==> config.mk <==
export PLATFORM = sky130hd
export DESIGN_NAME = wildcard_glob_matcher
export DESIGN_NICKNAME = d
export VERILOG_FILES = /design/src/wgm_pkg.sv /design/src/wgm_closure.sv /design/src/wgm_core.sv /design/src/wildcard_glob_matcher.sv
export VERILOG_INCLUDE_DIRS = /design/src /design/src/src
export SDC_FILE = /design/constraint.sdc
export NUM_CORES = 1
export LEC_CHECK = 0
export BUFFER_PORTS_ARGS = -buffer_cell sky130_fd_sc_hd__buf_2
export CAP_MARGIN = 20
export CORE_MARGIN = 5
export CORE_UTILIZATION = 60
export CTS_CLUSTER_SIZE = 40
export DETAILED_ROUTE_END_ITERATION = 7
export MAX_ROUTING_LAYER = met4
export PLACE_DENSITY_LB_ADDON = 0.3
export SYNTH_ARGS = -nofsm -noshare
export SYNTH_HDL_FRONTEND = slang
export SYNTH_SLANG_ARGS = --single-unit
export TNS_END_PERCENT = 1
==> constraint.sdc <==
create_clock -name clk_i -period 9.2 [get_ports clk_i]
set_input_delay 1.84 -clock clk_i [delete_from_list [all_inputs] [get_ports clk_i]]
set_output_delay 1.84 -clock clk_i [all_outputs]
set_load 0.01 [all_outputs]
==> src/wildcard_glob_matcher_assert.svh <==
// assertion macros for the glob matcher
`ifndef WILDCARD_GLOB_MATCHER_ASSERT_SVH
`define WILDCARD_GLOB_MATCHER_ASSERT_SVH

// same-cycle implication, disabled while in reset
`define WGM_ASSERT_NOW(label, clk, rst_n, ante, cons) \
  label: assert property (@(posedge clk) disable iff (!rst_n) (ante) |-> (cons)) \
    else $error("glob matcher assertion failed");

// next-cycle implication, disabled while in reset
`define WGM_ASSERT_NEXT(label, clk, rst_n, ante, cons) \
  label: assert property (@(posedge clk) disable iff (!rst_n) (ante) |=> (cons)) \
    else $error("glob matcher assertion failed");

`endif

==> src/wgm_pkg.sv <==
// shared types and constants of the glob matcher
package wgm_pkg;

  localparam int LEN_W         = 6;
  localparam int BYTE_W        = 8;
  localparam int STORE_BYTES   = 32;
  localparam int NUM_BYTE_REGS = 4;
  localparam int CFG_IDX_W     = 3;
  localparam int CFG_DATA_W    = 64;

  localparam logic [BYTE_W-1:0] STAR_BYTE  = 8'h2A;
  localparam logic [BYTE_W-1:0] QUERY_BYTE = 8'h3F;

  typedef enum logic [CFG_IDX_W-1:0] {
    REG_PATTERN_LENGTH  = 3'd0,
    REG_PATTERN_BYTES_0 = 3'd1,
    REG_PATTERN_BYTES_1 = 3'd2,
    REG_PATTERN_BYTES_2 = 3'd3,
    REG_PATTERN_BYTES_3 = 3'd4
  } cfg_reg_e;

  typedef logic [NUM_BYTE_REGS-1:0][CFG_DATA_W-1:0] pattern_t;

  typedef struct packed {
    logic [BYTE_W-1:0] text_char;
    logic              no_char;
    logic              end_of_string;
  } wgm_item_t;

endpackage

==> src/wgm_closure.sv <==
// star closure of a position vector as a parallel prefix network
module wgm_closure #(
  parameter int W = 33
) (
  input  logic [W-1:0] v_i,
  input  logic [W-2:0] prop_i,
  output logic [W-1:0] c_o
);

  localparam int LEVELS = $clog2(W);

  logic [LEVELS:0][W-1:0] g;
  logic [LEVELS:0][W-1:0] p;

  // g: reachable, p: every star on the span into this position
  always_comb begin
    g[0] = v_i;
    p[0] = {prop_i, 1'b0};
    for (int l = 0; l < LEVELS; l++) begin
      for (int j = 0; j < W; j++) begin
        if (j >= (1 << l)) begin
          g[l+1][j] = g[l][j] | (p[l][j] & g[l][j - (1 << l)]);
          p[l+1][j] = p[l][j] & p[l][j - (1 << l)];
        end else begin
          g[l+1][j] = g[l][j];
          p[l+1][j] = p[l][j];
        end
      end
    end
  end

  assign c_o = g[LEVELS];

endmodule

==> src/wgm_core.sv <==
// one character step of the position vector and the end-of-string check
module wgm_core #(
  parameter int EFF = 32
) (
  input  wgm_pkg::wgm_item_t           item_i,
  input  logic [EFF:0]                 active_i,
  input  wgm_pkg::pattern_t            pattern_i,
  input  logic [wgm_pkg::LEN_W-1:0]    eff_len_i,
  output logic [EFF:0]                 active_o,
  output logic                         matched_o
);

  import wgm_pkg::*;

  localparam int W     = EFF + 1;
  localparam int IDX_W = $clog2(W);

  logic [EFF-1:0] in_len;
  logic [EFF-1:0] is_star;
  logic [EFF-1:0] hit;
  logic [EFF-1:0] prop;
  logic [EFF-1:0] star_keep;
  logic [EFF-1:0] adv;
  logic [EFF:0]   cur;
  logic [EFF:0]   nxt;
  logic [EFF:0]   after_char;
  logic [EFF:0]   fin;

  always_comb begin
    for (int i = 0; i < EFF; i++) begin
      in_len[i]  = LEN_W'(i) < eff_len_i;
      is_star[i] = pattern_i[i / 8][(i % 8) * BYTE_W +: BYTE_W] == STAR_BYTE;
      hit[i]     = (pattern_i[i / 8][(i % 8) * BYTE_W +: BYTE_W] == QUERY_BYTE) ||
                   (pattern_i[i / 8][(i % 8) * BYTE_W +: BYTE_W] == item_i.text_char);
      prop[i]    = in_len[i] & is_star[i];
    end
  end

  wgm_closure #(.W(W)) u_pre (
    .v_i    (active_i),
    .prop_i (prop),
    .c_o    (cur)
  );

  // a star position stays, any other live position advances on a hit
  assign star_keep  = cur[EFF-1:0] & prop;
  assign adv        = cur[EFF-1:0] & in_len & ~is_star & hit;
  assign nxt        = {1'b0, star_keep} | {adv, 1'b0};
  assign after_char = item_i.no_char ? active_i : nxt;

  wgm_closure #(.W(W)) u_fin (
    .v_i    (after_char),
    .prop_i (prop),
    .c_o    (fin)
  );

  assign matched_o = fin[IDX_W'(eff_len_i)];
  assign active_o  = item_i.end_of_string ? W'(1) : after_char;

endmodule

==> src/wildcard_glob_matcher.sv <==
// top level of the streaming glob matcher
// Streaming glob matcher.
// Input channel (in_valid_i / in_stall_o): one transaction per text byte with
// text_char_i, no_char_i and end_of_string_i. A transaction with no_char_i set
// carries no byte; with end_of_string_i also set it ends the string so far.
// Output channel (out_valid_o / out_stall_i): one transaction per string,
// matched_o high when the whole string matches the whole pattern.
// Config channel (cfg_valid_i / cfg_ready_o): index 0 is pattern_length,
// indexes 1 to 4 are the pattern bytes 0-7, 8-15, 16-23, 24-31, byte 0 in
// the low bits. cfg_ready_o is always high; other indexes are ignored.
// Throughput: one byte per cycle while in_stall_o is low; the position vector
// update (a prefix network for star runs plus per-position compares) is
// combinational. An accepted transaction waits in the input register; an
// end-of-string result is then written to the result register for the output.
// When out_stall_i holds a result, an end-of-string transaction waits in the
// input register and in_stall_o rises; non-final bytes keep flowing.
// Reset clears the configuration registers to zero, empties both registers and
// puts the matcher in its start position.
`include "wildcard_glob_matcher_assert.svh"

module wildcard_glob_matcher #(
  parameter int MAX_PATTERN = 32
) (
  input  logic                            clk_i,
  input  logic                            rst_ni,
  // byte stream
  input  logic                            in_valid_i,
  output logic                            in_stall_o,
  input  logic [wgm_pkg::BYTE_W-1:0]      text_char_i,
  input  logic                            no_char_i,
  input  logic                            end_of_string_i,
  // results
  output logic                            out_valid_o,
  input  logic                            out_stall_i,
  output logic                            matched_o,
  // configuration writes
  input  logic                            cfg_valid_i,
  output logic                            cfg_ready_o,
  input  logic [wgm_pkg::CFG_IDX_W-1:0]   cfg_index_i,
  input  logic [wgm_pkg::CFG_DATA_W-1:0]  cfg_data_i
);

  import wgm_pkg::*;

  // pattern positions actually usable: parameter bounded by byte storage
  localparam int EFF = (MAX_PATTERN < STORE_BYTES) ? MAX_PATTERN : STORE_BYTES;
  localparam int W   = EFF + 1;

  // configuration
  logic [LEN_W-1:0] pattern_length_q;
  pattern_t         pattern_q;
  logic [LEN_W-1:0] eff_len;

  // input register
  logic      in_valid_q, in_valid_d;
  wgm_item_t in_item_q;
  logic      in_accept;

  // position vector, bit i: first i pattern bytes consumed
  logic [EFF:0] active_q, active_d;
  logic [EFF:0] core_active;
  logic         core_matched;

  // result register
  logic out_valid_q, out_valid_d;
  logic matched_q;
  logic out_free;
  logic fire;
  logic last_fire;

  assign cfg_ready_o = 1'b1;

  always_ff @(posedge clk_i or negedge rst_ni) begin
    if (!rst_ni) begin
      pattern_length_q <= '0;
      pattern_q        <= '0;
    end else if (cfg_valid_i && cfg_ready_o) begin
      unique case (cfg_index_i)
        REG_PATTERN_LENGTH:  pattern_length_q <= cfg_data_i[LEN_W-1:0];
        REG_PATTERN_BYTES_0: pattern_q[0]     <= cfg_data_i;
        REG_PATTERN_BYTES_1: pattern_q[1]     <= cfg_data_i;
        REG_PATTERN_BYTES_2: pattern_q[2]     <= cfg_data_i;
        REG_PATTERN_BYTES_3: pattern_q[3]     <= cfg_data_i;
        default: ;  // writes beyond the register list have no effect
      endcase
    end
  end

  // saturate the length at the usable position count
  assign eff_len = (pattern_length_q > LEN_W'(EFF)) ? LEN_W'(EFF) : pattern_length_q;

  // a non-final byte never needs the result register; a final one needs a free slot
  assign out_free   = !out_valid_q || !out_stall_i;
  assign fire       = in_valid_q && (!in_item_q.end_of_string || out_free);
  assign in_stall_o = in_valid_q && !fire;
  assign in_accept  = in_valid_i && !in_stall_o;
  assign last_fire  = fire && in_item_q.end_of_string;

  always_comb begin
    if (in_accept) begin
      in_valid_d = 1'b1;
    end else if (fire) begin
      in_valid_d = 1'b0;
    end else begin
      in_valid_d = in_valid_q;
    end
  end

  always_ff @(posedge clk_i or negedge rst_ni) begin
    if (!rst_ni) begin
      in_valid_q <= 1'b0;
    end else begin
      in_valid_q <= in_valid_d;
    end
  end

  // payload register needs no reset
  always_ff @(posedge clk_i) begin
    if (in_accept) begin
      in_item_q <= '{text_char: text_char_i, no_char: no_char_i,
                     end_of_string: end_of_string_i};
    end
  end

  wgm_core #(.EFF(EFF)) u_core (
    .item_i    (in_item_q),
    .active_i  (active_q),
    .pattern_i (pattern_q),
    .eff_len_i (eff_len),
    .active_o  (core_active),
    .matched_o (core_matched)
  );

  assign active_d = fire ? core_active : active_q;

  always_ff @(posedge clk_i or negedge rst_ni) begin
    if (!rst_ni) begin
      active_q <= W'(1);
    end else begin
      active_q <= active_d;
    end
  end

  always_comb begin
    if (fire && in_item_q.end_of_string) begin
      out_valid_d = 1'b1;
    end else if (!out_stall_i) begin
      out_valid_d = 1'b0;
    end else begin
      out_valid_d = out_valid_q;
    end
  end

  always_ff @(posedge clk_i or negedge rst_ni) begin
    if (!rst_ni) begin
      out_valid_q <= 1'b0;
    end else begin
      out_valid_q <= out_valid_d;
    end
  end

  always_ff @(posedge clk_i) begin
    if (fire && in_item_q.end_of_string) begin
      matched_q <= core_matched;
    end
  end

  assign out_valid_o = out_valid_q;
  assign matched_o   = matched_q;

  // a finished string yields a result and rewinds to the start position
  `WGM_ASSERT_NEXT(a_end_gives_result, clk_i, rst_ni, last_fire, out_valid_q && active_q == W'(1))
  // back-pressure only ever holds a buffered transaction
  `WGM_ASSERT_NOW(a_stall_has_item, clk_i, rst_ni, in_stall_o, in_valid_q)
  // a result only leaves after it was taken
  `WGM_ASSERT_NOW(a_result_not_dropped, clk_i, rst_ni, $fell(out_valid_q), $past(!out_stall_i))

endmodule

# == Word-level counts from Yosys, hierarchy flattened ==
# Cells that the tools add are included.
# totals
register_bits,308
input_bits,82
out_inout_bits,4
wordCells,875
# classes
n_lt_le_gt_ge,34
n_eq_ne,101
muxes,9
bitwise_logic,669
reduce_logical,50
# op_table
operator,n
equality test 8 x 6 -> 1 bit (second input constant),64
bitwise AND 1 bit,399
OR 1 bit,264
equality test 8 bit,32
bitwise AND 32 bit,4
< comparator 5 x 6 -> 1 bit (first input constant),16
2-to-1 mux 33 bit,2
< comparator 4 x 6 -> 1 bit (first input constant),8
logical OR 1 bit,34
OR 32 x 33 -> 33 bit,1
inverter 32 bit,1
< comparator 3 x 6 -> 1 bit (first input constant),4
< comparator 1 x 6 -> 1 bit (first input constant),2
< comparator 2 x 6 -> 1 bit (first input constant),2
AND reduction 2 bit,5
< comparator 6 x 7 -> 1 bit (second input constant),1
binary-select mux 1 bit (select 6 bit),1
equality test 3 x 2 -> 1 bit (second input constant),2
greater-than comparator 6 bit (second input constant),1
2-to-1 mux 6 bit,1
logical NOT 1 bit,5
2-to-1 mux 1 bit,5
logical AND 1 bit,4
equality test 3 x 1 -> 1 bit (second input constant),1
4 further kinds,4

# == Logic depth before layout (Yosys ltp) ==
# logic_depth
ltp_word,32
mapped_depth,19
depth_no_buf,15

# == Modules after synthesis ==
# From an unflattened synthesis, not the netlist that was laid out.
# hier_totals
hier_cells,1934
area_unflattened_um2,19701.4
# by_module_without_submodules
module,instances,cells_each,area_per_inst_um2
wildcard_glob_matcher,1,775,12014.0
wgm_core,1,883,5980.7
wgm_closure,2,138,853.3

# == Worst setup path after synthesis ==
# Ideal clock, no wire load.
# synth_path
path_type,register to register
from,register pattern_length_q[2]
to,"register matched_q, in the netlist matched_o, data pin"
setup_ps,261
t_arrival_ps,4479
required_ps,8939
setup_slack_ps,4461
path_stages_with_launch,17
period_less_slack_ps,4739
path_cell_list,dfrtp_1 -> buf_6 -> or4_4 -> buf_6 -> o21ai_4 -> nor3_2 -> a31oi_1 -> a21oi_2 -> or4_4 -> a311oi_4 -> o31ai_2 -> or4_1 -> o211ai_2 -> nand3_1 -> o21a_1 -> or4_1 -> o32a_1
# synth_between
elab_chain_cells,30
word_cells_on_any_way,705
classes_between,33 x order compare; 4 x mux; 668 x bitwise
# synth_lines
item,line,text
start: declaration,wildcard_glob_matcher.sv:50,logic [LEN_W-1:0] pattern_length_q;
start signal: assignment,wildcard_glob_matcher.sv:79,REG_PATTERN_LENGTH: pattern_length_q <= cfg_data_i[LEN_W-1:0];
greater-than comparator 6 bit,wildcard_glob_matcher.sv:90,assign eff_len = (pattern_length_q > LEN_W'(EFF)) ? LEN_W'(EFF) : pattern_length_q;
2-to-1 mux 6 bit *,wildcard_glob_matcher.sv:90,
< comparator 1 x 6 -> 1 bit,wgm_core.sv:31,in_len[i] = LEN_W'(i) < eff_len_i;
bitwise AND 1 bit,wgm_core.sv:35,prop[i] = in_len[i] & is_star[i];
bitwise AND 1 bit,wgm_closure.sv:22,g[l+1][j] = g[l][j] | (p[l][j] & g[l][j - (1 << l)]);
OR 1 bit,wgm_closure.sv:22,
bitwise AND 1 bit,wgm_closure.sv:22,
OR 1 bit,wgm_closure.sv:22,
[... 13 more ...],n/a,
OR 1 bit,wgm_closure.sv:22,
bitwise AND 1 bit,wgm_closure.sv:22,
OR 1 bit,wgm_closure.sv:22,
bitwise AND 1 bit,wgm_closure.sv:22,
OR 1 bit (3 in series),wgm_closure.sv:22,
binary-select mux 1 bit (select 6 bit) *,wgm_core.sv:57,assign matched_o = fin[IDX_W'(eff_len_i)];
2-to-1 mux 1 bit (not written as such) *,wgm_core.sv:57,
via core_matched,wildcard_glob_matcher.sv:62,logic core_matched;
end signal: assignment,wildcard_glob_matcher.sv:164,matched_q <= core_matched;
end: declaration,wildcard_glob_matcher.sv:66,logic matched_q;
# The timed path passes the listed nets; every way through them passes the cells marked *. The select of a mux whose other input is x is not followed.
# A chain may end at the register's enable or synchronous reset.

# == Worst setup path in the final report ==
# layout_path
from,register pattern_length_q[4]
to,"register matched_q, in the netlist matched_o, data pin"
# Same word-level chain as after synthesis.

==> results by group <==
Run status
  – Status: complete, no violations

Timing
  – Final period util: 0.681
  – Worst slew pin tran: 1140 ps
  – Unrepaired setup endpoints after global routing: false
  – Worst Clk Skew: 35.9 ps
  – Max-slew violation count: 0
  – Fmax achieved: 160 MHz
  – Hold Vio Cnt, Final: 0
  – Max_slew headroom: 0.240
  – Setup violators final: 0
  – Final setup TNS: 0 ps
  – Post-route minimum period: 6260 ps

Synthesis
  – Yosys top cell by area: dfrtp_1
  – Post-synth ARST share: 0.964
  – Ys Warns: 0
  – Synth Cell Area: 20200 sq um
  – Seq cells post-synth: 308
  – Synth top cells by count: 296 x dfrtp_1, 253 x mux2_2, 192 x xnor2_1, 131 x nor2_1, 130 x nand2_1
  – Seq/Total Area, Yosys: 0.385
  – Top cell type's share of synthesized area: 0.367
  – Synth area leaders: dfrtp_1 37%, mux2_2 14%, xnor2_1 8.3%
  – Count leader, synth: dfrtp_1
  – Distinct cells, synth: 95
  – Synth Flop Type: dfrtp_1
  – Syn_nets: 2143
  – Post-synth EDFFs: 11
  – Post-synthesis cell count: 2061
  – Syn Area/Cell: 9.79 sq um

Die
  – Die height: 193 microns
  – Die W: 193 microns
  – Core Region: 33400 sq um
  – Io pins: 86
  – Die area: 37400 sq um
  – Row Count: 67
  – Initial Util: 0.605

Setup path
  – CP Class: flop to flop
  – Max FO, Critical Path: 24
  – Flop-to-flop setup slack: 2940 ps
  – Crit path capture: matched_o$_DFFE_PP_
  – Crit path from: pattern_length_q[4]$_DFFE_PN0P_
  – CP required: 9600 ps
  – CP startpoint kind: flop
  – Worst r2r dst: matched_o$_DFFE_PP_
  – Reg2Reg Depth: 15
  – CP endpoint kind: flop
  – Worst EP arrival: 6660 ps
  – Worst r2r src: pattern_length_q[4]$_DFFE_PN0P_

Clock tree
  – Latest clock arrival within the worst-skew pair: 560 ps
  – Gates resized, CTS repair: 0
  – CTS sink count: 308
  – CTS Buf Count: 34
  – Clk slew on worst S/H paths: 60 ps
  – Clk buf depth: 3
  – CTS tree: done
  – H-tree depth: 2
  – Cts-stage hold buffer count: 0
  – Root buffer cell: clkbuf_16
  – Postcts setup bufs: 0

Route
  – Antenna-violating nets left: 0
  – DRC: 0
  – Via count: 18565
  – WL final: 75.0 mm
  – Number of vias per cell: 7.16
  – Initial drt markers: 2182
  – Wire length per cell: 28.9 microns
  – TritonRoute pass-1 iters: 6

Cells and area
  – Area of the multi-input gates: 11900 sq um
  – Syn-to-layout area delta: 10.4%
  – Fin util: 0.667
  – # fillers: 2545
  – Final instance area: 22300 sq um
  – Final nets: 2198
  – Reg area: 7760 sq um
  – Layout cells sized above 1: 0.224

Global route
  – All-layer global routing usage: 0.403
  – First-pass GRT wire length: 113 mm
  – Vias in the first global route: 18426
  – Initial antenna violation count: 4
  – Pin count of the biggest net entering global routing: 104
  – Overflow after GRT: 0

Power and ir drop
  – Pwr per Cell Area: 204 nW/um^2
  – Worst vdd ir: 0.203 mV
  – Leak Pwr: 8.53 nW

Placement
  – DP Wirelength: 53.6 mm
  – Placement-stage cell area: 21100 sq um
  – Gp weighted congestion: 1.06
  – Count of input and output buffers: 84

Hold path
  – HP Class: flop to flop
  – Hold_sp: active_q[32]$_DFFE_PN0P_

Run
  – Max cap viols: 0
-- worst max-delay path, stage by stage, from the launching register on --
cell,delay (ps)
dfrtp_1,1040
nor2_1,280
a2111oi_1,1000
nand2_1,310
or3_1,450
o32a_1,500
a211oi_1,760
a211oi_1,140
a22oi_1,460
nor2_1,80
o211ai_1,170
a211oi_1,130
a2111oi_0,320
o21a_1,190
or4_1,120
o32a_1,150
-- report_power, final --
group | internal [mW] | switching [mW] | leakage [nW]
registers | 1.63 | 0.370 | 3.72
logic | 0.534 | 0.590 | 4.25
clock network | 0.846 | 0.581 | 0.559
total | 3.01 | 1.54 | 8.53
-- stage by stage --
stage	power (mW)	instances	hold WS [ps]	setup WS, ps
final	4.55	2592	531	2940
after global routing	4.72	2591	569	2790
after CTS	4.51	2585	534	2870
after detailed placement	3.08	2525	498	2900
after global placement	3.02	2524	493	2960
after floorplan	2.69	2061	473	4460
-- logic make-up after synthesis --
group	count (synthesis)	share of synthesized area
simple gates	634	0.166
compound gates	468	0.168
flops	308	0.385
xor+xnor	256	0.111
mux	255	0.142
buf+inv	139	0.0281
other cells	1	0.000186
-- registers in the layout, indices dropped and copies added (netlist names) --
signal	count
in_item_q	10
pattern_q	256
in_valid_q	1
out_valid_o	1
matched_o	1
pattern_length_q	6
active_q	33
-- worst min-delay path by stage --
stage,depth (start not counted),end,slack (ps)
after CTS,1,active_q[32]$_DFFE_PN0P_,530
after floorplan,2,active_q[31]$_DFFE_PN0P_,470
after detailed placement,1,active_q[32]$_DFFE_PN0P_,500
final,1,active_q[32]$_DFFE_PN0P_,530
after global routing,1,pattern_q[49]$_DFFE_PN0P_,570
after global placement,1,active_q[32]$_DFFE_PN0P_,490
-- placed cells by master (no fill, tap or decap), drive strengths merged, types with 7 or more instances in the layout --
| master | n |
|---|---|
| a2111oi | 13 |
| a211oi | 30 |
| a21o | 21 |
| a21oi | 80 |
| a221oi | 8 |
| a22o | 12 |
| a22oi | 10 |
| a311oi | 7 |
| a31o | 9 |
| a31oi | 24 |
| and2 | 22 |
| and3 | 23 |
| buf | 125 |
| clkbuf | 49 |
| dfrtp | 296 |
| edfxtp | 11 |
| inv | 33 |
| mux2 | 253 |
| nand2 | 130 |
| nand2b | 17 |
| nand3 | 60 |
| nand4 | 75 |
| nand4b | 7 |
| nor2 | 131 |
| nor3 | 44 |
| nor4 | 34 |
| nor4bb | 12 |
| o2111ai | 10 |
| o211a | 10 |
| o211ai | 22 |
| o21a | 15 |
| o21ai | 85 |
| o22ai | 16 |
| o31ai | 21 |
| or2 | 16 |
| or3 | 19 |
| or4 | 18 |
| xnor2 | 192 |
| xor2 | 64 |
-- metal layers --
metal / global-route usage / routed length (microns) / up-vias
met5: - / 0 / -
met4: 0.208 / 4340 / 0
met3: 0.0833 / 7170 / 321
met2: 0.593 / 33300 / 1152
met1: 0.529 / 30100 / 9247
li1: - / - / 7845
-- final cells by class --
type / count / area share
clock inverters: 12 / 0.00798
flip-flops and latches: 308 / 0.349
inverters: 32 / 0.00540
diodes: 4 / 0.000450
well taps: 448 / 0.0252
multi-input cells: 1614 / 0.534
clock buffers: 48 / 0.0433
repair buffers: 126 / 0.0353
Power figures use the tool's default switching activity.
